## config.mk

```make
export PLATFORM = sky130hd
export DESIGN_NAME = graph_depth_first_walk_core
export DESIGN_NICKNAME = d
export VERILOG_FILES = /design/src/gdfw_pkg.sv /design/src/gdfw_node_ram.sv /design/src/gdfw_walk.sv /design/src/graph_depth_first_walk_core.sv
export SDC_FILE = /design/constraint.sdc
export NUM_CORES = 2
export LEC_CHECK = 0
export BUFFER_PORTS_ARGS = -buffer_cell sky130_fd_sc_hd__buf_2
export CAP_MARGIN = 10
export CELL_PAD_IN_SITES_DETAIL_PLACEMENT = 1
export CELL_PAD_IN_SITES_GLOBAL_PLACEMENT = 2
export CORE_UTILIZATION = 50
export CTS_CLUSTER_DIAMETER = 30
export DETAILED_ROUTE_END_ITERATION = 10
export GPL_ROUTABILITY_DRIVEN = 1
export PLACE_DENSITY = 0.83
export RECOVER_POWER = 25
export SLEW_MARGIN = 20
export SYNTH_ARGS = -nofsm -noshare
export SYNTH_HDL_FRONTEND = slang
export SYNTH_HIERARCHICAL = 1
export SYNTH_SLANG_ARGS = --single-unit
```

## constraint.sdc

```tcl
create_clock -name clk -period 9.9 [get_ports clk]
set_input_delay 1.98 -clock clk [delete_from_list [all_inputs] [get_ports clk]]
set_output_delay 1.98 -clock clk [all_outputs]
set_load 0.1 [all_outputs]
```

## src/gdfw_pkg.sv

```systemverilog
// Shared types, sizes and codes for the graph depth-first walk core.
// Used by gdfw_node_ram, gdfw_walk and graph_depth_first_walk_core; no dependencies.
package gdfw_pkg;

  // Pool and graph sizes.
  localparam int MAX_VERTICES   = 16;
  localparam int MAX_LIST_NODES = 128;
  localparam int RESULT_SLOTS   = 16;

  // Field and register widths.
  localparam int VTX_W  = 4;
  localparam int CNT_W  = 5;
  localparam int ACT_W  = 2;
  localparam int STAT_W = 2;

  // Derived widths. A pointer can hold the null code MAX_LIST_NODES.
  localparam int NODE_AW = $clog2(MAX_LIST_NODES);
  localparam int PTR_W   = $clog2(MAX_LIST_NODES + 1);
  localparam int DEPTH_W = $clog2(MAX_VERTICES + 1);
  localparam int SIDX_W  = $clog2(MAX_VERTICES);
  localparam int EMIT_W  = $clog2(RESULT_SLOTS + 1);

  localparam logic [PTR_W-1:0] NULL_PTR      = PTR_W'(MAX_LIST_NODES);
  localparam logic [CNT_W-1:0] VCOUNT_RESET  = CNT_W'(16);

  // Action codes.
  localparam logic [ACT_W-1:0] ACT_ADD    = 2'd0;
  localparam logic [ACT_W-1:0] ACT_SEARCH = 2'd1;
  localparam logic [ACT_W-1:0] ACT_CLEAR  = 2'd2;

  // Status codes.
  localparam logic [STAT_W-1:0] STAT_OK    = 2'd0;
  localparam logic [STAT_W-1:0] STAT_FULL  = 2'd1;
  localparam logic [STAT_W-1:0] STAT_RANGE = 2'd2;

  typedef enum logic [2:0] {
    S_IDLE,
    S_EDGE_A,
    S_EDGE_B,
    S_TOP,
    S_READ,
    S_FINISH
  } walk_state_t;

  // One list node: the neighbor it names and the next node of its list.
  typedef struct packed {
    logic [VTX_W-1:0] neighbor;
    logic [PTR_W-1:0] link;
  } node_t;

  typedef struct packed {
    logic               en;
    logic [NODE_AW-1:0] addr;
    node_t              data;
  } ram_wr_t;

  typedef struct packed {
    logic              valid;
    logic [VTX_W-1:0]  vertex;
    logic              last;
    logic [STAT_W-1:0] status;
  } result_t;

endpackage

```

## src/gdfw_node_ram.sv

```systemverilog
// Node pool memory: neighbor and link of every adjacency list node.
// One write port, one read port with registered read data; uses gdfw_pkg.
module gdfw_node_ram import gdfw_pkg::*; (
  input  logic               clk,
  input  ram_wr_t            wr,
  input  logic [NODE_AW-1:0] rd_addr,
  output node_t              rd_data
);

  node_t mem [MAX_LIST_NODES];

  always_ff @(posedge clk) begin
    if (wr.en) begin
      mem[wr.addr] <= wr.data;
    end
    rd_data <= mem[rd_addr];
  end

endmodule

```

## src/gdfw_walk.sv

```systemverilog
// Sequencer for edge insertion, clearing and the depth-first walk.
// Holds list heads, visited marks and the cursor stack; drives gdfw_node_ram; uses gdfw_pkg.
module gdfw_walk import gdfw_pkg::*; (
  input  logic               clk,
  input  logic               rst,
  input  logic               start,
  input  logic [ACT_W-1:0]   action,
  input  logic [VTX_W-1:0]   first_vertex,
  input  logic [VTX_W-1:0]   second_vertex,
  input  logic [CNT_W-1:0]   vertex_count,
  output logic               busy,
  output ram_wr_t            ram_wr,
  output logic [NODE_AW-1:0] ram_rd_addr,
  input  node_t              ram_rd_data,
  output result_t            result
);

  walk_state_t state, state_next;

  logic [VTX_W-1:0]        op_a;
  logic [VTX_W-1:0]        op_b;
  logic [PTR_W-1:0]        nodes_used;
  logic [PTR_W-1:0]        head_ptr [MAX_VERTICES];
  logic [MAX_VERTICES-1:0] head_vld;
  logic [MAX_VERTICES-1:0] seen;
  logic [PTR_W-1:0]        walk_stack [MAX_VERTICES];
  logic [DEPTH_W-1:0]      depth;
  logic [VTX_W-1:0]        pend_v;
  logic [EMIT_W-1:0]       emit_cnt;

  logic [CNT_W-1:0]  active;
  logic              accept;
  logic              a_ok;
  logic              b_ok;
  logic              pool_ok;
  logic [SIDX_W-1:0] top_idx;
  logic [SIDX_W-1:0] push_idx;
  logic [PTR_W-1:0]  top_ptr;
  logic              top_null;
  logic [VTX_W-1:0]  w;
  logic              w_take;

  function automatic logic [PTR_W-1:0] head_of(input logic [VTX_W-1:0] v);
    return head_vld[v] ? head_ptr[v] : NULL_PTR;
  endfunction

  assign active   = (vertex_count > CNT_W'(MAX_VERTICES)) ? CNT_W'(MAX_VERTICES) : vertex_count;
  assign accept   = start && (state == S_IDLE);
  assign a_ok     = CNT_W'(first_vertex) < active;
  assign b_ok     = CNT_W'(second_vertex) < active;
  assign pool_ok  = ((PTR_W + 1)'(nodes_used) + (PTR_W + 1)'(2)) <=
                    (PTR_W + 1)'(MAX_LIST_NODES);
  assign top_idx  = SIDX_W'(depth - DEPTH_W'(1));
  assign push_idx = depth[SIDX_W-1:0];
  assign top_ptr  = walk_stack[top_idx];
  assign top_null = top_ptr >= NULL_PTR;
  assign w        = ram_rd_data.neighbor;
  assign w_take   = (CNT_W'(w) < active) && !seen[w] && (depth < DEPTH_W'(MAX_VERTICES));

  assign ram_rd_addr = top_ptr[NODE_AW-1:0];

  always_ff @(posedge clk) begin
    if (rst) begin
      state <= S_IDLE;
    end else begin
      state <= state_next;
    end
  end

  always_comb begin
    state_next  = state;
    ram_wr.en   = 1'b0;
    ram_wr.addr = nodes_used[NODE_AW-1:0];
    ram_wr.data = '{neighbor: op_b, link: head_of(op_a)};
    case (state)
      S_IDLE: begin
        if (accept) begin
          case (action)
            ACT_ADD: begin
              if (a_ok && b_ok && pool_ok) begin
                state_next = S_EDGE_A;
              end
            end
            ACT_SEARCH: begin
              if (a_ok) begin
                state_next = S_TOP;
              end
            end
            default: state_next = S_IDLE;
          endcase
        end
      end
      S_EDGE_A: begin
        ram_wr.en  = 1'b1;
        state_next = S_EDGE_B;
      end
      S_EDGE_B: begin
        ram_wr.en   = 1'b1;
        ram_wr.data = '{neighbor: op_a, link: head_of(op_b)};
        state_next  = S_IDLE;
      end
      S_TOP: begin
        if (depth == '0) begin
          state_next = S_FINISH;
        end else if (!top_null) begin
          state_next = S_READ;
        end
      end
      S_READ:   state_next = S_TOP;
      S_FINISH: state_next = S_IDLE;
      default:  state_next = S_IDLE;
    endcase
  end

  assign busy = (state != S_IDLE);

  always_ff @(posedge clk) begin
    if (rst) begin
      nodes_used   <= '0;
      head_vld     <= '0;
      seen         <= '0;
      depth        <= '0;
      emit_cnt     <= '0;
      result.valid <= 1'b0;
    end else begin
      result.valid <= 1'b0;
      case (state)
        S_IDLE: begin
          if (accept) begin
            op_a <= first_vertex;
            op_b <= second_vertex;
            case (action)
              ACT_ADD: begin
                if (!(a_ok && b_ok)) begin
                  result <= '{valid: 1'b1, vertex: '0, last: 1'b1, status: STAT_RANGE};
                end else if (!pool_ok) begin
                  result <= '{valid: 1'b1, vertex: '0, last: 1'b1, status: STAT_FULL};
                end
              end
              ACT_SEARCH: begin
                if (!a_ok) begin
                  result <= '{valid: 1'b1, vertex: '0, last: 1'b1, status: STAT_RANGE};
                end else begin
                  // Only the start vertex is marked when a walk begins.
                  seen          <= MAX_VERTICES'(1) << first_vertex;
                  pend_v        <= first_vertex;
                  emit_cnt      <= EMIT_W'(1);
                  walk_stack[0] <= head_of(first_vertex);
                  depth         <= DEPTH_W'(1);
                end
              end
              ACT_CLEAR: begin
                head_vld   <= '0;
                nodes_used <= '0;
                result     <= '{valid: 1'b1, vertex: '0, last: 1'b1, status: STAT_OK};
              end
              default: ;
            endcase
          end
        end
        S_EDGE_A: begin
          head_ptr[op_a] <= nodes_used;
          head_vld[op_a] <= 1'b1;
          nodes_used     <= nodes_used + PTR_W'(1);
        end
        S_EDGE_B: begin
          head_ptr[op_b] <= nodes_used;
          head_vld[op_b] <= 1'b1;
          nodes_used     <= nodes_used + PTR_W'(1);
          result         <= '{valid: 1'b1, vertex: '0, last: 1'b1, status: STAT_OK};
        end
        S_TOP: begin
          if (depth != '0 && top_null) begin
            depth <= depth - DEPTH_W'(1);
          end
        end
        S_READ: begin
          walk_stack[top_idx] <= ram_rd_data.link;
          if (w_take) begin
            seen[w]              <= 1'b1;
            walk_stack[push_idx] <= head_of(w);
            depth                <= depth + DEPTH_W'(1);
            // The held visit goes out only once a later visit proves it is not the last.
            if (emit_cnt < EMIT_W'(RESULT_SLOTS)) begin
              result   <= '{valid: 1'b1, vertex: pend_v, last: 1'b0, status: STAT_OK};
              pend_v   <= w;
              emit_cnt <= emit_cnt + EMIT_W'(1);
            end
          end
        end
        S_FINISH: begin
          result <= '{valid: 1'b1, vertex: pend_v, last: 1'b1, status: STAT_OK};
        end
        default: ;
      endcase
    end
  end

  a_depth_bound: assert property (@(posedge clk) disable iff (rst)
    depth <= DEPTH_W'(MAX_VERTICES))
    else $error("cursor stack deeper than the vertex count");

  a_read_after_top: assert property (@(posedge clk) disable iff (rst)
    state == S_READ |-> $past(state) == S_TOP)
    else $error("node check without a preceding read");

  a_edge_pair: assert property (@(posedge clk) disable iff (rst)
    state == S_EDGE_B |-> $past(state) == S_EDGE_A)
    else $error("second edge node written without the first");

  a_error_is_last: assert property (@(posedge clk) disable iff (rst)
    result.valid && result.status != STAT_OK |-> result.last)
    else $error("error result not flagged as last");

  a_pool_bound: assert property (@(posedge clk) disable iff (rst)
    nodes_used <= PTR_W'(MAX_LIST_NODES))
    else $error("node pool overrun");

endmodule

```

## src/graph_depth_first_walk_core.sv

```systemverilog
// Graph depth-first walk core: top level with the vertex count register.
// Instantiates gdfw_walk and gdfw_node_ram; uses gdfw_pkg.
//
// The core keeps an undirected graph as adjacency lists in a 128-node pool and
// answers three kinds of transaction: add edge, depth-first search and clear.
// A transaction is taken at a rising edge where start is high and busy is low;
// busy stays high until the core can take the next one. Every result appears
// on visited_vertex, last_of_run and status for exactly one cycle, marked by
// result_valid, and the receiver cannot hold it off. Clear and rejected
// transactions leave the core idle and their result follows on the next cycle.
// An accepted edge passes through S_EDGE_A and S_EDGE_B, which write the two
// list nodes through the single write port of the node memory. For each list
// node on the lists of the visited vertices, a search reads the node memory,
// whose read data is registered, in S_TOP and checks the neighbor and pushes
// it in S_READ; each exhausted list is popped in S_TOP. Each visit is reported
// once the next visit is found, and the final one after the walk ends, so that
// it can carry last_of_run. The vertex count register is written with cfg_write
// and cfg_wdata and resets to 16; the user must write it only while idle, as
// the block itself does not enforce this. Unused action code 3 is dropped
// without a result.
module graph_depth_first_walk_core import gdfw_pkg::*; (
  input  logic              clk,
  input  logic              rst,
  input  logic              cfg_write,
  input  logic [CNT_W-1:0]  cfg_wdata,
  input  logic              start,
  output logic              busy,
  input  logic [ACT_W-1:0]  action,
  input  logic [VTX_W-1:0]  first_vertex,
  input  logic [VTX_W-1:0]  second_vertex,
  output logic              result_valid,
  output logic [VTX_W-1:0]  visited_vertex,
  output logic              last_of_run,
  output logic [STAT_W-1:0] status
);

  logic [CNT_W-1:0]   vertex_count;
  ram_wr_t            ram_wr;
  logic [NODE_AW-1:0] ram_rd_addr;
  node_t              ram_rd_data;
  result_t            result;

  // Vertex count register; vertices at or above min(count, 16) are rejected.
  always_ff @(posedge clk) begin
    if (rst) begin
      vertex_count <= VCOUNT_RESET;
    end else if (cfg_write) begin
      vertex_count <= cfg_wdata;
    end
  end

  gdfw_walk u_walk (
    .clk           (clk),
    .rst           (rst),
    .start         (start),
    .action        (action),
    .first_vertex  (first_vertex),
    .second_vertex (second_vertex),
    .vertex_count  (vertex_count),
    .busy          (busy),
    .ram_wr        (ram_wr),
    .ram_rd_addr   (ram_rd_addr),
    .ram_rd_data   (ram_rd_data),
    .result        (result)
  );

  gdfw_node_ram u_node_ram (
    .clk     (clk),
    .wr      (ram_wr),
    .rd_addr (ram_rd_addr),
    .rd_data (ram_rd_data)
  );

  // Result fields leave the output register directly.
  assign result_valid   = result.valid;
  assign visited_vertex = result.vertex;
  assign last_of_run    = result.last;
  assign status         = result.status;

endmodule
```

==> key figures <==
Power
  – Sw Pwr: between 6000 and 7000 uW
  – Internal: 18,830 uW
  – Sequential Power Share: between 30% and 40%
  – Combinational Power Share: 12.1%
  – Clock network power share: 52.5%
  – Maximum vdd drop: around 220 uV
  – Leakage: approximately 0.032 uW
  – Net Sw Frac: roughly a quarter
  – Pwr per Cell Area: roughly 260 nW/um2

Timing
  – Max-slew violation count: 762
  – Worst Skew: just under 0.09 ns
  – Relative slew slack: -251.5%
  – Hold Slack: between 0.4 and 0.5 ns
  – Post-layout min period: about 7 ns
  – Worst-margin pin slew: 5.272 ns
  – Setup violators final: 0
  – RSZ-0062 raised after global routing: false
  – Max Freq: between 0.1 and 0.15 GHz
  – Setup TNS: 0 ns
  – Final hold violation count: 0
  – Fin crit share: approximately 71%

Clock tree
  – Worst-skew pair later-pin latency: between 0.9 and 1 ns
  – TritonCTS clock tree: yes
  – Cts bufs inserted: slightly below 400
  – Cts hold-fix bufs: 0
  – Post-CTS Resized: 0
  – Post-CTS Setup Inserts: 0
  – CTS max path bufs: 4
  – Sink Count: 1,890
  – Max H-tree Level: 5
  – Clk slew on worst S/H paths: approximately 0.040 ns
  – CTS Root Cell: clkbuf_16

Global routing
  – Remaining Overflow, GRT: 0
  – Largest net degree at the start of global routing: 154
  – Vias in the first global route: roughly 47,000
  – First-pass GRT wire length: between 300,000 and 400,000 um
  – GRT Total Usage: between 20% and 30%
  – Initial antenna violation count: 16

Yosys
  – Synth cell types: between 70 and 80
  – Synth Flop Type: edfxtp_1
  – Yosys top cell area share: between 60 and 70%
  – Warnings from Yosys: 6
  – Mapped Nets: around 3,800
  – Count leader, synth: edfxtp_1
  – Leading cell types by count after synthesis: edfxtp_1, mux4_2, nor2_1, mux2i_1, clkbuf_1
  – Post-synth EDFFs: between 1,500 and 2,000
  – Top area cells in the synthesized netlist: edfxtp_1, mux4_2, mux2i_1, dfxtp_1, nor2_1
  – Post-Syn Area: just under 80,000 um2
  – Syn Area/Cell: approximately 21 um2
  – #FFs+latches synth: around 1,900
  – Synth Instances: ~3,800
  – Seq/Total Area, Yosys: about 70%
  – Asr flop ratio synth: 0%
  – Dominant cell type by area after synthesis: edfxtp_1

Cells and area
  – Fill count: between 10,000 and 15,000
  – Area Overhead vs Synth: 20.03%
  – Final net count: around 4,200
  – Share of layout cells above drive strength 1: between 30% and 40%

Critical path
  – Reg-to-reg setup timing slack: between 2 and 3 ns
  – Crit path cell chain: or3b_1 -> nand2_1 -> nand2_1 -> clkbuf_1
  – CP delay by family, top: buffers and inverters
  – CP bufs+invs: 1
  – WP data arrival: 6.94 ns
  – Most frequent CP cell: nand2_1
  – Reg2Reg Depth: 4
  – Worst path max stage delay: ~3.7 ns
  – WS Path Type: flip-flop to flip-flop
  – Max FO, Critical Path: 108
  – Worst r2r dst: u_node_ram/mem[45][10]
  – Startpoint types: flip-flop
  – Req. time, crit path: 9.81 ns
  – Crit. End Element: flip-flop
  – Critical path's slowest cell: clkbuf_1
  – FF-to-FF Start: u_walk/state[2]

Route
  – Avg WL per Cell: between 30 and 40 um
  – DRC errors left: 0
  – Total Wirelength: between 200,000 and 250,000 um
  – Initial DRT Pass Iterations: 6
  – Final ANT Viol Nets: 0
  – Vias per Instance: ~6.7
  – Vias: 43,669
  – Starting DRT DRC Count: approximately 5,400

Outcome
  – Failing checks: max-capacitance violations, max-slew violations
  – Status: complete, but fails checks

Placed design
  – Final RePlAce weighted congestion: around 0.81
  – IO buf count: 27
  – Final HPWL DP: between 100,000 and 150,000 um

Die
  – Core Region: 156,900 um2
  – Full die area: between 150,000 and 200,000 um2
  – Starting Density: between 50% and 60%
  – Core Rows: approximately 150
  – I/O pin cnt: 28
  – Chip width: 400.5 um
  – Die height: ~400 um

Min path
  – HP Start: u_walk/emit_cnt[4]
  – Min-delay worst type: flip-flop to flip-flop
  – WHS Endpoint: u_walk/emit_cnt[4]
  – Hold-critical path depth: 2

Flow run
  – Max Cap Viol: 22
## stage by stage
step	instance area (um2)	cells	setup WS, ns	utilization, %	total power [uW]
6_report	95320	6491	2.869	60.74	25120
5_1_grt	95310	6486	2.629	60.73	25650
4_1_cts	95560	6485	3.736	60.89	25220
3_5_place_dp	82450	5781	3.755	52.54	12000
3_3_place_gp	82430	5780	3.942	52.53	11960
2_1_floorplan	79410	3808	2.125	-	11070
## sequential cells by signal (all words and copies together), names as in the netlist, named ones only
register / cells
u_node_ram/mem: 1536
u_walk/head_ptr: 128
u_walk/walk_stack: 128
u_walk/head_vld: 16
u_walk/seen: 16
u_node_ram/rd_data: 12
u_walk/nodes_used: 8
u_walk/result: 8
u_walk/depth: 5
u_walk/emit_cnt: 5
vertex_count: 5
u_walk/op_a: 4
u_walk/op_b: 4
u_walk/pend_v: 4
u_walk/state: 3
## cells by family (layout without fill, tap and decap cells)
kind of cell,after synthesis,in the layout,synth area share [%]
flops,1890,1890,70.47
mux,909,909,22.74
simple gates,501,501,2.953
buf+inv,281,901,1.744
compound gates,200,200,1.711
fa+ha+maj,18,18,0.2836
xor+xnor,9,9,0.09926
other cells,0,5,0
## cell usage in the layout, fill, tap and decap left out, types with 10 or more instances in the layout
cell / synthesis / final
mux2_2: 37 / 37
buf_2: 74 / 21
a21oi_1: 67 / 67
a221oi_1: 13 / 13
a31oi_1: 10 / 10
clkinvlp_4: 0 / 52
mux2i_1: 159 / 159
nor2b_1: 35 / 34
clkbuf_1: 116 / 104
edfxtp_1: 1811 / 1811
nand2b_1: 17 / 17
clkinv_1: 0 / 39
clkinv_4: 0 / 34
inv_1: 14 / 14
clkinv_2: 0 / 56
nor2_1: 223 / 159
a211oi_1: 10 / 10
dfxtp_1: 79 / 73
nand3_1: 42 / 41
nand2_1: 85 / 85
inv_6: 0 / 17
nor3_1: 27 / 24
mux4_2: 698 / 694
clkbuf_16: 0 / 396
ha_1: 18 / 18
nor2_2: 1 / 64
bufinv_16: 0 / 54
nand4_1: 19 / 19
buf_4: 36 / 94
o21ai_0: 32 / 25
## worst min-delay path: cells and delay by family (launching register included)
kind / cells / cell delay, ns
buf+inv: 1 / 0.05
flops: 1 / 0.32
compound gates: 1 / 0.05
## area by class of cell
type                            instances  area (um2)  area share [%]
Sequential cell                      1890       55970           58.72
Multi-Input combinational cell       1637       22360           23.46
Clock inverter                        256        2954           3.099
Tap cell                             2058        2575           2.701
Timing Repair Buffer                  183        1235           1.296
Inverter                               14       52.55         0.05513
Antenna cell                            5       12.51         0.01313
Clock buffer                          448       10150           10.65
## how the worst max path moves through the flow
stage / start / to / cells past startpoint
2_1_floorplan: flip-flop / u_node_ram/mem[0][0] / 7
3_3_place_gp: u_walk/depth[1] / u_node_ram/rd_data[9] / 11
3_5_place_dp: u_walk/depth[1] / u_node_ram/rd_data[9] / 11
4_1_cts: u_walk/depth[1] / u_node_ram/rd_data[8] / 11
5_1_grt: u_walk/state[2] / u_node_ram/mem[47][10] / 4
6_report: u_walk/state[2] / u_node_ram/mem[45][10] / 4
## metal layers
metal,GRT usage [%],vias to the layer above,wire length (um)
met5,0,-,92
met4,12.82,14,10400
met3,6.560,572,22180
met2,48.34,2822,117300
met1,39.28,23392,87930
li1,-,16869,-
## power by group through the flow
stage	sequential (uW)	clock, uW	combinational (uW)
after floorplan	8960	0	2110
after global placement	9030	0	2930
after detailed placement	9030	0	2970
after CTS	8880	13300	3040
after global routing	8890	13600	3150
final	8900	13200	3050
Note: power is estimated with default switching activity, not from simulation.
